### src/rtl/core/srtm_pkg.sv
// Package for the sorted insert with merge block: sizes, codes and item types.
// Used by srtm_cell and by sorted_insert_with_merge; depends on nothing.
package srtm_pkg;

  localparam int TABLE_DEPTH_DEF = 64;
  localparam int FLAG_BITS_DEF   = 32;

  localparam int POS_W   = 32;
  localparam int FLAG_W  = 32;
  localparam int INDEX_W = 6;
  localparam int STAT_W  = 3;
  localparam int HELD_W  = 7;

  typedef enum logic [1:0] {
    OP_INSERT = 2'd0,
    OP_READ   = 2'd1,
    OP_CLEAR  = 2'd2
  } op_t;

  typedef enum logic [STAT_W-1:0] {
    STAT_INSERTED  = 3'd0,
    STAT_MERGED    = 3'd1,
    STAT_DROPPED   = 3'd2,
    STAT_READ_OK   = 3'd3,
    STAT_READ_MISS = 3'd4,
    STAT_CLEARED   = 3'd5
  } status_t;

  typedef enum logic [1:0] {
    ST_IDLE,
    ST_CMP,
    ST_UPD
  } state_t;

  typedef struct packed {
    op_t                      operation;
    logic signed [POS_W-1:0]  position;
    logic [FLAG_W-1:0]        tail_flags;
    logic [FLAG_W-1:0]        nose_flags;
    logic [INDEX_W-1:0]       read_index;
  } cmd_t;

  typedef struct packed {
    status_t                  status;
    logic [INDEX_W-1:0]       slot;
    logic signed [POS_W-1:0]  entry_position;
    logic [FLAG_W-1:0]        entry_tail_flags;
    logic [FLAG_W-1:0]        entry_nose_flags;
    logic [HELD_W-1:0]        entries_held;
  } res_t;

  typedef struct packed {
    logic cmp_en;
    logic ins_en;
    logic mrg_en;
  } cell_ctl_t;

endpackage

### src/rtl/core/srtm_cell.sv
// One slot of the sorted table: holds an entry, compares it with a new position,
// merges or loads the new entry or shifts in the left one. Depends on srtm_pkg.
module srtm_cell #(
  parameter int FLAG_BITS = srtm_pkg::FLAG_BITS_DEF
) (
  input  logic                             clk,
  input  logic                             rst,
  input  srtm_pkg::cell_ctl_t              ctl,
  input  logic                             cell_valid,
  input  logic signed [srtm_pkg::POS_W-1:0] new_position,
  input  logic [FLAG_BITS-1:0]             new_tail,
  input  logic [FLAG_BITS-1:0]             new_nose,
  input  logic                             left_gt,
  input  logic signed [srtm_pkg::POS_W-1:0] left_position,
  input  logic [FLAG_BITS-1:0]             left_tail,
  input  logic [FLAG_BITS-1:0]             left_nose,
  output logic                             gt,
  output logic                             eq,
  output logic signed [srtm_pkg::POS_W-1:0] position,
  output logic [FLAG_BITS-1:0]             tail_flags,
  output logic [FLAG_BITS-1:0]             nose_flags
);

  logic point;
  logic after;

  assign point = left_gt && !gt;
  assign after = !left_gt;

  always_ff @(posedge clk) begin
    if (rst) begin
      gt <= 1'b0;
      eq <= 1'b0;
    end else if (ctl.cmp_en) begin
      gt <= cell_valid && (new_position > position);
      eq <= cell_valid && (new_position == position);
    end
  end

  always_ff @(posedge clk) begin
    if (ctl.mrg_en && point) begin
      tail_flags <= tail_flags | new_tail;
      nose_flags <= nose_flags | new_nose;
    end else if (ctl.ins_en && point) begin
      position   <= new_position;
      tail_flags <= new_tail;
      nose_flags <= new_nose;
    end else if (ctl.ins_en && after) begin
      position   <= left_position;
      tail_flags <= left_tail;
      nose_flags <= left_nose;
    end
  end

endmodule

### config.mk
export PLATFORM = sky130hd
export DESIGN_NAME = srtm_cell
export DESIGN_NICKNAME = d
export VERILOG_FILES = /design/src/rtl/core/srtm_pkg.sv /design/src/rtl/core/srtm_cell.sv
export SDC_FILE = /design/constraint.sdc
export NUM_CORES = 1
export LEC_CHECK = 0
export ABC_CLOCK_PERIOD_IN_PS = 6500
export BUFFER_PORTS_ARGS = -buffer_cell sky130_fd_sc_hd__buf_2
export CAP_MARGIN = 10
export CORE_AREA = 4 4 114 116
export DETAILED_ROUTE_END_ITERATION = 8
export DIE_AREA = 0 0 118 120
export GPL_TIMING_DRIVEN = 0
export PLACE_DENSITY = 0.82
export REMOVE_ABC_BUFFERS = 1
export SLEW_MARGIN = 0
export SYNTH_ARGS = -nofsm -noshare
export SYNTH_HDL_FRONTEND = slang
export SYNTH_SLANG_ARGS = --single-unit
### constraint.sdc
create_clock -name clk -period 6.5 [get_ports clk]
set_input_delay 0.325 -clock clk [delete_from_list [all_inputs] [get_ports clk]]
set_output_delay 0.325 -clock clk [all_outputs]
set_load 0.05 [all_outputs]
==> results of run 1 <==
## area by class of cell
class	count	area [um^2]
Tap cell	147	184
Clock buffer	10	229
Multi-Input combinational cell	261	2330
Sequential cell	98	2920
Inverter	34	128
Antenna cell	1	2.50
Clock inverter	4	68.8
Fill cell	947	4370
Timing Repair Buffer	304	1680
## synth_stat cells
library cell   n  area, um^2
buf_2         18        90.1
edfxtp_1      96        2880
nor2_1         4        15.0
o21ai_0        6        30.0
a221o_1        1        10.0
buf_1          1        3.75
nand4_1        5        31.3
clkbuf_1      12        45.0
mux2_2        31         349
a21oi_1       17        85.1
o21ai_1        1        5.00
nor4_2         2        25.0
a22oi_1        1        7.51
nor3b_1        1        7.51
nand3b_4       1        20.0
nand2b_1       1        6.26
nor4_1         1        6.26
and2_1         1        6.26
nor3_1         1        5.00
a211o_1        1        8.76
and4b_4        1        13.8
o31a_1        64         561
a31oi_1        1        6.26
o211ai_1       1        7.51
nand4_2        2        25.0
ha_1          32         400
or3b_1         1        8.76
nand3_1        6        30.0
a21o_1         1        7.51
a211oi_1       1        7.51
nand2_1       11        41.3
inv_1         34         128
dfxtp_1        2        40.0
o21bai_1       1        7.51
o22a_1        64         561
## cells by family after synthesis
logic type                 share of synthesized area, %
AOI/OAI and AO/OA                                  23.8
adders and majority gates                          7.30
buffers and inverters                              4.86
DFF                                                53.3
muxes                                              6.37
and+or+nand+nor                                    4.40
## placed cells by master, fill, tap and decap left out, types with 2 or more instances in the layout
cell type	Yosys	routed
a21oi_1	17	16
buf_12	0	3
buf_16	0	5
buf_2	18	296
bufinv_16	0	2
clkbuf_16	0	9
edfxtp_1	96	96
ha_1	32	32
inv_1	34	34
mux2_2	31	31
nand2_1	11	10
nand3_1	6	6
nand4_1	5	5
nand4_2	2	2
nor2_1	4	4
nor4_2	2	2
o21ai_0	6	6
o22a_1	64	64
o31a_1	64	64
## where the power goes
part / internal (mW) / switching, mW
logic: 0.201 / 0.372
registers: 0.774 / 0.0346
clock network: 0.332 / 0.227
## worst paths after layout
| check | slack (ns) | cells after the start | end | from |
|---|---|---|---|---|
| max | 3.64 | 6 | tail_flags[6] | gt |
| min | 0.17 | 2 | eq | rst |
| max reg2reg | 3.64 | 6 | tail_flags[6] | gt |
| min reg2reg | 0.51 | 2 | eq | eq |
## sequential cells by signal (all words and copies together) (netlist names)
register and cells:
eq 1, gt 1, nose_flags 32, position 32
tail_flags 32
## metal layers
| layer | GRT usage [%] | wire length [um] | vias to the layer above |
|---|---|---|---|
| met4 | 10.3 | 496 | 0 |
| met5 | 0 | 0 | - |
| li1 | - | - | 2279 |
| met1 | 24.6 | 6100 | 2227 |
| met3 | 8.15 | 1610 | 30 |
| met2 | 40.8 | 8450 | 253 |
## stage by stage
stage / TNS (ns) / setup WS, ns / hold WS (ns)
final: 0 / 3.64 / 0.171
after global routing: 0 / 3.45 / 0.181
after global placement: -22.78 / -0.361 / 0.488
after CTS: 0 / 3.61 / 0.154
after detailed placement: 0 / 3.65 / 0.506
after floorplan: 0 / 1.59 / 0.394
==> impl_results.md, run 1 <==
* Largest net degree at the start of global routing at 44
* RSZ-0062 raised after global routing: false
* Critical path, cell by cell: buf_12, nand3b_4, o21bai_4, buf_16, o31a_1, o22a_1
* Final antenna-violating net count at 0
* Synthesized area per cell at ~13 um^2
* Area Growth Syn to Fin at 37.6%
* Status: finished clean
* Nature of the critical path endpoint: flip-flop
* Worst hold path class: input pin to flip-flop
* Vias in the first global route at 4,921
* DR iter-0 viols at ~260
* Share of cells above drive strength 1 at 50.4%
* CTS Buf Count at 9
* Clock Skew at 0.00780 ns
* GRT overflow at 0
* Worst Path Required at 6.71 ns
* Clk root buf: clkbuf_16
* Final Routed Wirelength at 16,700 um
* Post-cts repair resize count at 0
* Max cap viols at 0
* VDD IR-drop max at 157 uV
* Worst path bufs/invs at 2
* Fmax at 349 MHz
* Die area at 0.0142 mm^2
* Clk_lat worst skew at 0.34 ns
* Drt first pass iters at 4
* Post-placement cell count at approximately 840
* Final hold violations at 0
* H-tree depth at 3
* Total Routing Usage GR at 23.0%
* Crit path launch type: flip-flop
* FP Rows at 40
* Antenna violations before repair at 1
* Non-Filler Instances at 859
* Routability cong. at slightly below 0.9
* IO buf count at 296
* Crit path max-delay family: flip-flops
* Number of remaining DRC errors at 0
* Die width at 118 um
* First-pass GRT wire length at roughly 26,000 um
* Setup bufs post-CTS at 0
* Vias at 4,789
* Clk pin slew, worst setup/hold paths at 0.06 ns
* Gate Count Post-Synth at approximately 420
* Clk sinks at between 90 and 100
* Total number of yosys warnings at 0
* Slew at the pin with the worst max-slew slack at 0.903 ns
* Mapped cell area at approximately 0.0055 mm^2
* Critical path class: flip-flop to flip-flop
* Arr. time, crit path at 3.08 ns
* Top-Level Pins at 297
* Post-placement cell area at 0.00725 mm^2
* Core footprint at 0.0119 mm^2
* Endpoints failing setup at 0
* Pwr dens at 257 mW/mm^2
* Slowest CP cell: dfxtp_2
* Tmin final at 2.86 ns
* Max-slew violation count at 0
* Static Leak at 3.33 nW
* Post-detailed-route wirelength per cell at 19.4 um
* Worst path max stage delay at roughly 0.83 ns
* Post-DP HPWL at 13,100 um
* Post-CTS Hold Buffers at 0
* Clock Path Buffers at 2
* Design Area, Final at 0.00755 mm^2
* CTS tree: built
* Drt via density at 5.58
* Rel. slew slack at 39.7%
* Sequential area share after synthesis at 53.3%
* Chip Height at between 100 and 150 um
* Starting density of the core at 46.0%
* Final Cycle Share at between 40% and 50%
* Worst-path maximum fanout at 37
* Nets at 939
* Distinct cell type count of the synthesized netlist at 35
* Total power at 1.94 mW
* Final core occ at 63.4%
* Yosys reg bits at 98
(Power assumes the default switching activity.)
==> run 2: changes to the inputs <==
Settings changed: ABC_CLOCK_PERIOD_IN_PS 6500 to 2500, CORE_AREA 4 4 114 116 to default, CORE_MARGIN from default to 4, CORE_UTILIZATION from default to 41, DIE_AREA 0 0 118 120 to default, PLACE_DENSITY 0.82 to 0.77.
Clock period 6.5 ns to 2.5 ns, I/O delays scaled along.
==> run 2 against run 1 <==
  * Register-to-register slack got worse by 3.5 ns
  * Maximum frequency rose by 21%
  * Cell area fell by 0.23%
  * Via count rose by 2.4%
  * Sequential power rose to 2.6 times the previous value
  * Core utilization fell by 4.9 points
  * Critical endpoint is now tail_flags[17]
==> impl_results.md, run 2 (synthesis results as in run 1) <==
* Most frequent cells in the layout: 296 x buf_2, 96 x edfxtp_1, 64 x o31a_1, 64 x o22a_1, 34 x inv_1
* FP Rows at 41 (+2.5%)
* Pwr dens at 662 mW/mm^2 (+160%)
* R2R Path Start: gt
* Reg2reg end: tail_flags[17]
* Starting density of the core at 42.6% (-3.4 points)
* CTS tree: built
* Worst setup path startpoint: gt
* Vias at 4,906 (+2.4%)
* Core footprint at 0.0129 mm^2 (+8.1%)
* Final hold violations at 0 (unchanged)
* Crit path launch type: flip-flop
* Slowest CP cell: dfxtp_4
* Critical path class: flip-flop to flip-flop
* Multi-input gate area at 0.00234 mm^2 (+0.54%)
* Fillers at 1,083 (+14%)
* Final Cycle Share at 94.6% (+51 points)
* Endpoints failing setup at 0 (unchanged)
* Register Area at 0.00293 mm^2 (about the same)
* Top-Level Pins at 297 (unchanged)
* Drt first pass iters at 5 (+1)
* Fmax at 423 MHz (+21%)
* Nets at 939 (unchanged)
* GRT overflow at 0 (unchanged)
* Worst Path Required at 2.72 ns (-3.99 ns)
* Worst hold path class: input pin to flip-flop
* Clock Path Buffers at 2 (unchanged)
* DR iter-0 viols at 215 (-16%)
* Most common cell after layout, fill and taps aside: buf_2
* H-tree depth at 3 (unchanged)
* Share of cells above drive strength 1 at 50.2% (-0.14 points)
* Clk pin slew, worst setup/hold paths at 0.07 ns (about the same)
* IO buf count at 296 (unchanged)
* Critical path, cell by cell: nand3b_4, o21bai_4, buf_12, o31a_1, o22a_1
* Final antenna-violating net count at 0 (unchanged)
* VDD IR-drop max at 426 uV (+170%)
* Static Leak at 3.30 nW (-0.86%)
* Number of remaining DRC errors at 0 (unchanged)
* Worst path max stage delay at 0.73 ns (-0.10 ns)
* Tmin final at 2.37 ns (-0.497 ns)
* Clk root buf: clkbuf_16
* Antenna violations before repair at 2 (+1)
* CP endpoint: tail_flags[17]
* Worst-path maximum fanout at 41 (+11%)
* Clk_lat worst skew at 0.35 ns (about the same)
* RSZ-0062 raised after global routing: false
* Drt via density at 5.54 (-0.68%)
* Post-detailed-route wirelength per cell at 19.7 um (+1.5%)
* Vias in the first global route at 5,122 (+4.1%)
* Total power at 4.98 mW (+160%)
* CTS Buf Count at 9 (unchanged)
* Pre-CTS setup slack at -0.252 ns (-3.90 ns)
* Area Growth Syn to Fin at 37.3%
* Rel. slew slack at 35.7% (-4.0 points)
* Hold WS at 0.0520 ns (-0.119 ns)
* Post-cts repair resize count at 0 (unchanged)
* Routability cong. at 0.807 (-6.7%)
* Chip Height at 124 um (+3.0%)
* Reg2Reg Setup Slack at 0.13 ns (-3.50 ns)
* Setup WS post-layout at 0.134 ns (-3.50 ns)
* Total Routing Usage GR at 22.3% (-0.72 points)
* Clock Skew at 0.00551 ns (-0.00229 ns)
* Status: finished clean
* Largest net degree at the start of global routing at 46 (+4.5%)
* Max-slew violation count at 0 (unchanged)
* Clk sinks at 98 (unchanged)
* Largest registers: nose_flags x32, position x32, tail_flags x32
* Arr. time, crit path at 2.59 ns (-0.49 ns)
* Post-DP HPWL at 13,000 um (-0.47%)
* Worst reg2reg path depth at 5 (-1)
* First-pass GRT wire length at 26,100 um (+0.93%)
* Slew at the pin with the worst max-slew slack at 0.961 ns (+0.0581 ns)
* Die width at 124 um (+4.8%)
* Max cap viols at 0 (unchanged)
* Die area at 0.0153 mm^2 (+8.0%)
* Nature of the critical path endpoint: flip-flop
* Final Routed Wirelength at 17,400 um (+4.7%)
-- run 2: metal layers --
layer / share of wire [%] / GRT usage (%) / vias to the layer above
li1: - / - / 2297
met3: 11 / 7.36 / 39
met5: 0.075 / 0 / -
met2: 49 / 38.7 / 254
met4: 3.6 / 10.9 / 2
met1: 36 / 24.4 / 2314
-- run 2: final cells by class --
type                            instances  share of cell area [%]
Antenna cell                            1                  0.0332
Clock buffer                           11                    3.09
Clock inverter                          5                   0.715
Inverter                               34                    1.70
Multi-Input combinational cell        262                    31.1
Sequential cell                        98                    38.9
Tap cell                              172                    2.86
Timing Repair Buffer                  303                    21.6
-- run 2: how the worst min path moves through the flow --
stage / startpoint / endpoint / slack (ns) / cells past startpoint
finish: new_nose[14] / nose_flags[14] / 0.05 / 2
global route: new_tail[8] / tail_flags[8] / 0.04 / 2
CTS: new_nose[14] / nose_flags[14] / 0.04 / 2
detailed placement: rst / eq / 0.32 / 2
global placement: rst / eq / 0.31 / 2
floorplan: rst / eq / 0.19 / 1
-- run 2: worst max-delay path, delay by kind of cell (launching register included) --
| family | cells | cell delay [ns] |
|---|---|---|
| DFF | 1 | 0.73 |
| AOI/OAI and AO/OA | 3 | 0.70 |
| and+or+nand+nor | 1 | 0.45 |
| buffers and inverters | 1 | 0.29 |
-- run 2: power by group --
part	internal (mW)	leakage [nW]	switching, mW
Clock	0.775	0.135	0.624
Combinational	0.508	2.23	0.967
Sequential	2.01	0.937	0.0968
-- run 2: timing repair --
item,4_1_cts,5_1_grt
hold buffers,1,0
setup endpoints to repair,64,0
endpoints found under the hold margin,1,0
setup buffers,1,0
-- run 2: metrics by stage --
stage / utilization [%] / std cells / area, um^2 / setup TNS (ns)
6_report: 58.5 / 886 / 7530 / 0
5_1_grt: 58.5 / 886 / 7530 / 0
4_1_cts: 58.4 / 885 / 7530 / 0
3_5_place_dp: 55.9 / 866 / 7200 / -9.96
3_3_place_gp: 54.7 / 861 / 7040 / -614.28
2_1_floorplan: - / 393 / 5350 / -290.00
==> run 3: changes to the inputs <==
Settings changed: CELL_PAD_IN_SITES_DETAIL_PLACEMENT from default to 0, CELL_PAD_IN_SITES_GLOBAL_PLACEMENT from default to 1, CORE_UTILIZATION 41 to 31, PLACE_DENSITY 0.77 to default, PLACE_DENSITY_LB_ADDON from default to 0.1.
==> run 3 against run 2 <==
  * Sequential cell count unchanged
  * Routed wire length grew 6.3%
  * Worst hold slack gained 0.0028 ns
  * First-iteration DRC count decreased by 27%
  * Clock-buffer cell count fell by 2
  * Sequential share of layout area fell by 0.59 points
  * Clock power about the same
  * Final cell count grew 6.3%
  * Setup slack improved by 0.14 ns
  * Largest cell class unchanged
  * Highest routed layer unchanged
==> impl_results.md, run 3 (synthesis results as in run 1) <==
* Status: finished clean
* IO buf count at 296 (unchanged)
* Clock Skew at 0.00740 ns (+0.00189 ns)
* Non-Filler Instances at 942 (+6.3%)
* Die area at 0.0199 mm^2 (+30%)
* Critical path, cell by cell: nand3b_4, o21bai_4, buf_12, o31a_1, o22a_1
* Arr. time, crit path at 2.32 ns (-0.27 ns)
* First-pass GRT wire length at 28,000 um (+7.2%)
* Critical path class: flip-flop to flip-flop
* Post-detailed-route wirelength per cell at 19.7 um (about the same)
* Pre-CTS setup slack at -0.338 ns (-0.0864 ns)
* Clk sinks at 98 (unchanged)
* Setup WS post-layout at 0.270 ns (+0.136 ns)
* Rel. slew slack at 43.9% (+8.2 points)
* Worst reg2reg path depth at 5 (unchanged)
* Fmax at 448 MHz (+6.1%)
* Pwr dens at 656 mW/mm^2 (-0.89%)
* R2R Path Start: gt
* Largest net degree at the start of global routing at 45 (-2.2%)
* Reg2reg end: tail_flags[6]
* Total Routing Usage GR at 17.9% (-4.4 points)
* CP endpoint: tail_flags[6]
* Clk root buf: clkbuf_16
* Post-placement cell count at 920 (+6.2%)
* Core footprint at 0.0173 mm^2 (+34%)
* Number of remaining DRC errors at 0 (unchanged)
* Top-Level Pins at 297 (unchanged)
* Final Cycle Share at 89.2% (-5.4 points)
* Drt first pass iters at 7 (+2)
* Static Leak at 3.33 nW (+0.77%)
* Vias at 4,737 (-3.4%)
* Worst hold path class: input pin to flip-flop
* RSZ-0062 raised after global routing: false
* Nets at 941 (+0.21%)
* Chip Height at 141 um (+14%)
* FP Rows at 48 (+17%)
* Vias in the first global route at 5,055 (-1.3%)
* Clk_lat worst skew at 0.35 ns (about the same)
* Slowest CP cell: dfxtp_4
* Post-DP HPWL at 13,200 um (+1.8%)
* Nature of the critical path endpoint: flip-flop
* DR iter-0 viols at 157 (-27%)
* Drt via density at 5.03 (-9.2%)
* Area Growth Syn to Fin at 39.4%
* Final hold violations at 0 (unchanged)
* Crit path launch type: flip-flop
* GRT overflow at 0 (unchanged)
* Most frequent cells in the layout: 296 x buf_2, 96 x edfxtp_1, 64 x o31a_1, 64 x o22a_1, 34 x inv_1
* VDD IR-drop max at 406 uV (-4.8%)
* Die width at 141 um (+14%)
* Clock Path Buffers at 2 (unchanged)
* Final Routed Wirelength at 18,500 um (+6.3%)
* Clk pin slew, worst setup/hold paths at 0.07 ns (about the same)
* Routability cong. at 0.778 (-3.6%)
* Final antenna-violating net count at 0 (unchanged)
* Starting density of the core at 31.7% (-11 points)
* Worst Path Required at 2.59 ns (-0.13 ns)
* Slew at the pin with the worst max-slew slack at 0.841 ns (-0.119 ns)
* Max-slew violation count at 0 (unchanged)
* Largest registers: nose_flags x32, position x32, tail_flags x32
* Worst-path maximum fanout at 38 (-7.3%)
* H-tree depth at 3 (unchanged)
* CTS tree: built
* CTS Buf Count at 9 (unchanged)
* Max cap viols at 0 (unchanged)
* Antenna violations before repair at 2 (unchanged)
* Tmin final at 2.23 ns (-0.136 ns)
* Reg2Reg Setup Slack at 0.27 ns (+0.14 ns)
* Endpoints failing setup at 0 (unchanged)
* Worst path max stage delay at 0.48 ns (-0.25 ns)
* Share of cells above drive strength 1 at 50.8% (+0.56 points)
* Worst setup path startpoint: gt
* Most common cell after layout, fill and taps aside: buf_2
-- run 3: cell count changes in the layout (fill, tap and decap cells not counted), sizes merged --
cell / previous run / this run
buf: 302 / 304
clkinv: 2 / 4
clkbuf: 11 / 9
diode: 1 / 2
-- run 3: repair_timing --
item                       CTS  global route
setup endpoints to repair   64             7
hold endpoints to repair     1             0
setup buffers                1             1
pin swaps                    0             0
resized for setup            0             0
hold buffers                 1             0
cloned                       1             0
-- run 3: routing by layer --
layer / GRT usage, % / wire (um) / vias to the layer above
met1: 20.5 / 7420 / 2237
met4: 4.39 / 246 / 2
met2: 31.5 / 9230 / 188
met5: 0 / 7 / -
li1: - / - / 2294
met3: 6.82 / 1620 / 16
-- run 3: layout make-up --
class	count	area, um^2
Clock buffer	9	225
Clock inverter	7	68.8
Timing Repair Buffer	305	1670
Multi-Input combinational cell	262	2340
Tap cell	225	282
Fill cell	1703	9650
Sequential cell	98	2930
Antenna cell	2	5.00
Inverter	34	128
-- run 3: worst min path at each step --
stage,from,to,slack [ns],cells after the start
finish,new_tail[22],tail_flags[22],0.05,2
global route,new_tail[12],tail_flags[12],0.04,2
CTS,new_nose[27],nose_flags[27],0.04,2
detailed placement,rst,eq,0.32,2
global placement,rst,eq,0.31,2
floorplan,rst,eq,0.19,1
-- run 3: through the flow --
stage                     hold WS, ns  setup TNS [ns]  util, %  area [um^2]  total power [mW]
after detailed placement        0.322          -15.52     42.1         7280              3.62
final                          0.0548               0     44.2         7640              5.02
after CTS                      0.0387               0     44.1         7620              5.07
after global placement          0.310         -711.85     41.1         7110              3.60
after floorplan                 0.194         -290.00        -         5350              3.13
after global routing           0.0351               0     44.2         7640              5.27
-- run 3: worst max-delay path: cells and delay by family (launching register included) --
kind	cells	cell delay [ns]
AO/OA/AOI/OAI	3	0.77
buffers and inverters	1	0.28
AND/OR/NAND/NOR	1	0.41
flip-flops	1	0.48
-- run 3: power by group --
part	internal [mW]	leakage [nW]	total, mW	switching (mW)
Clock	0.776	0.143	1.42	0.648
Sequential	2.01	0.937	2.10	0.0868
Combinational	0.518	2.25	1.49	0.976
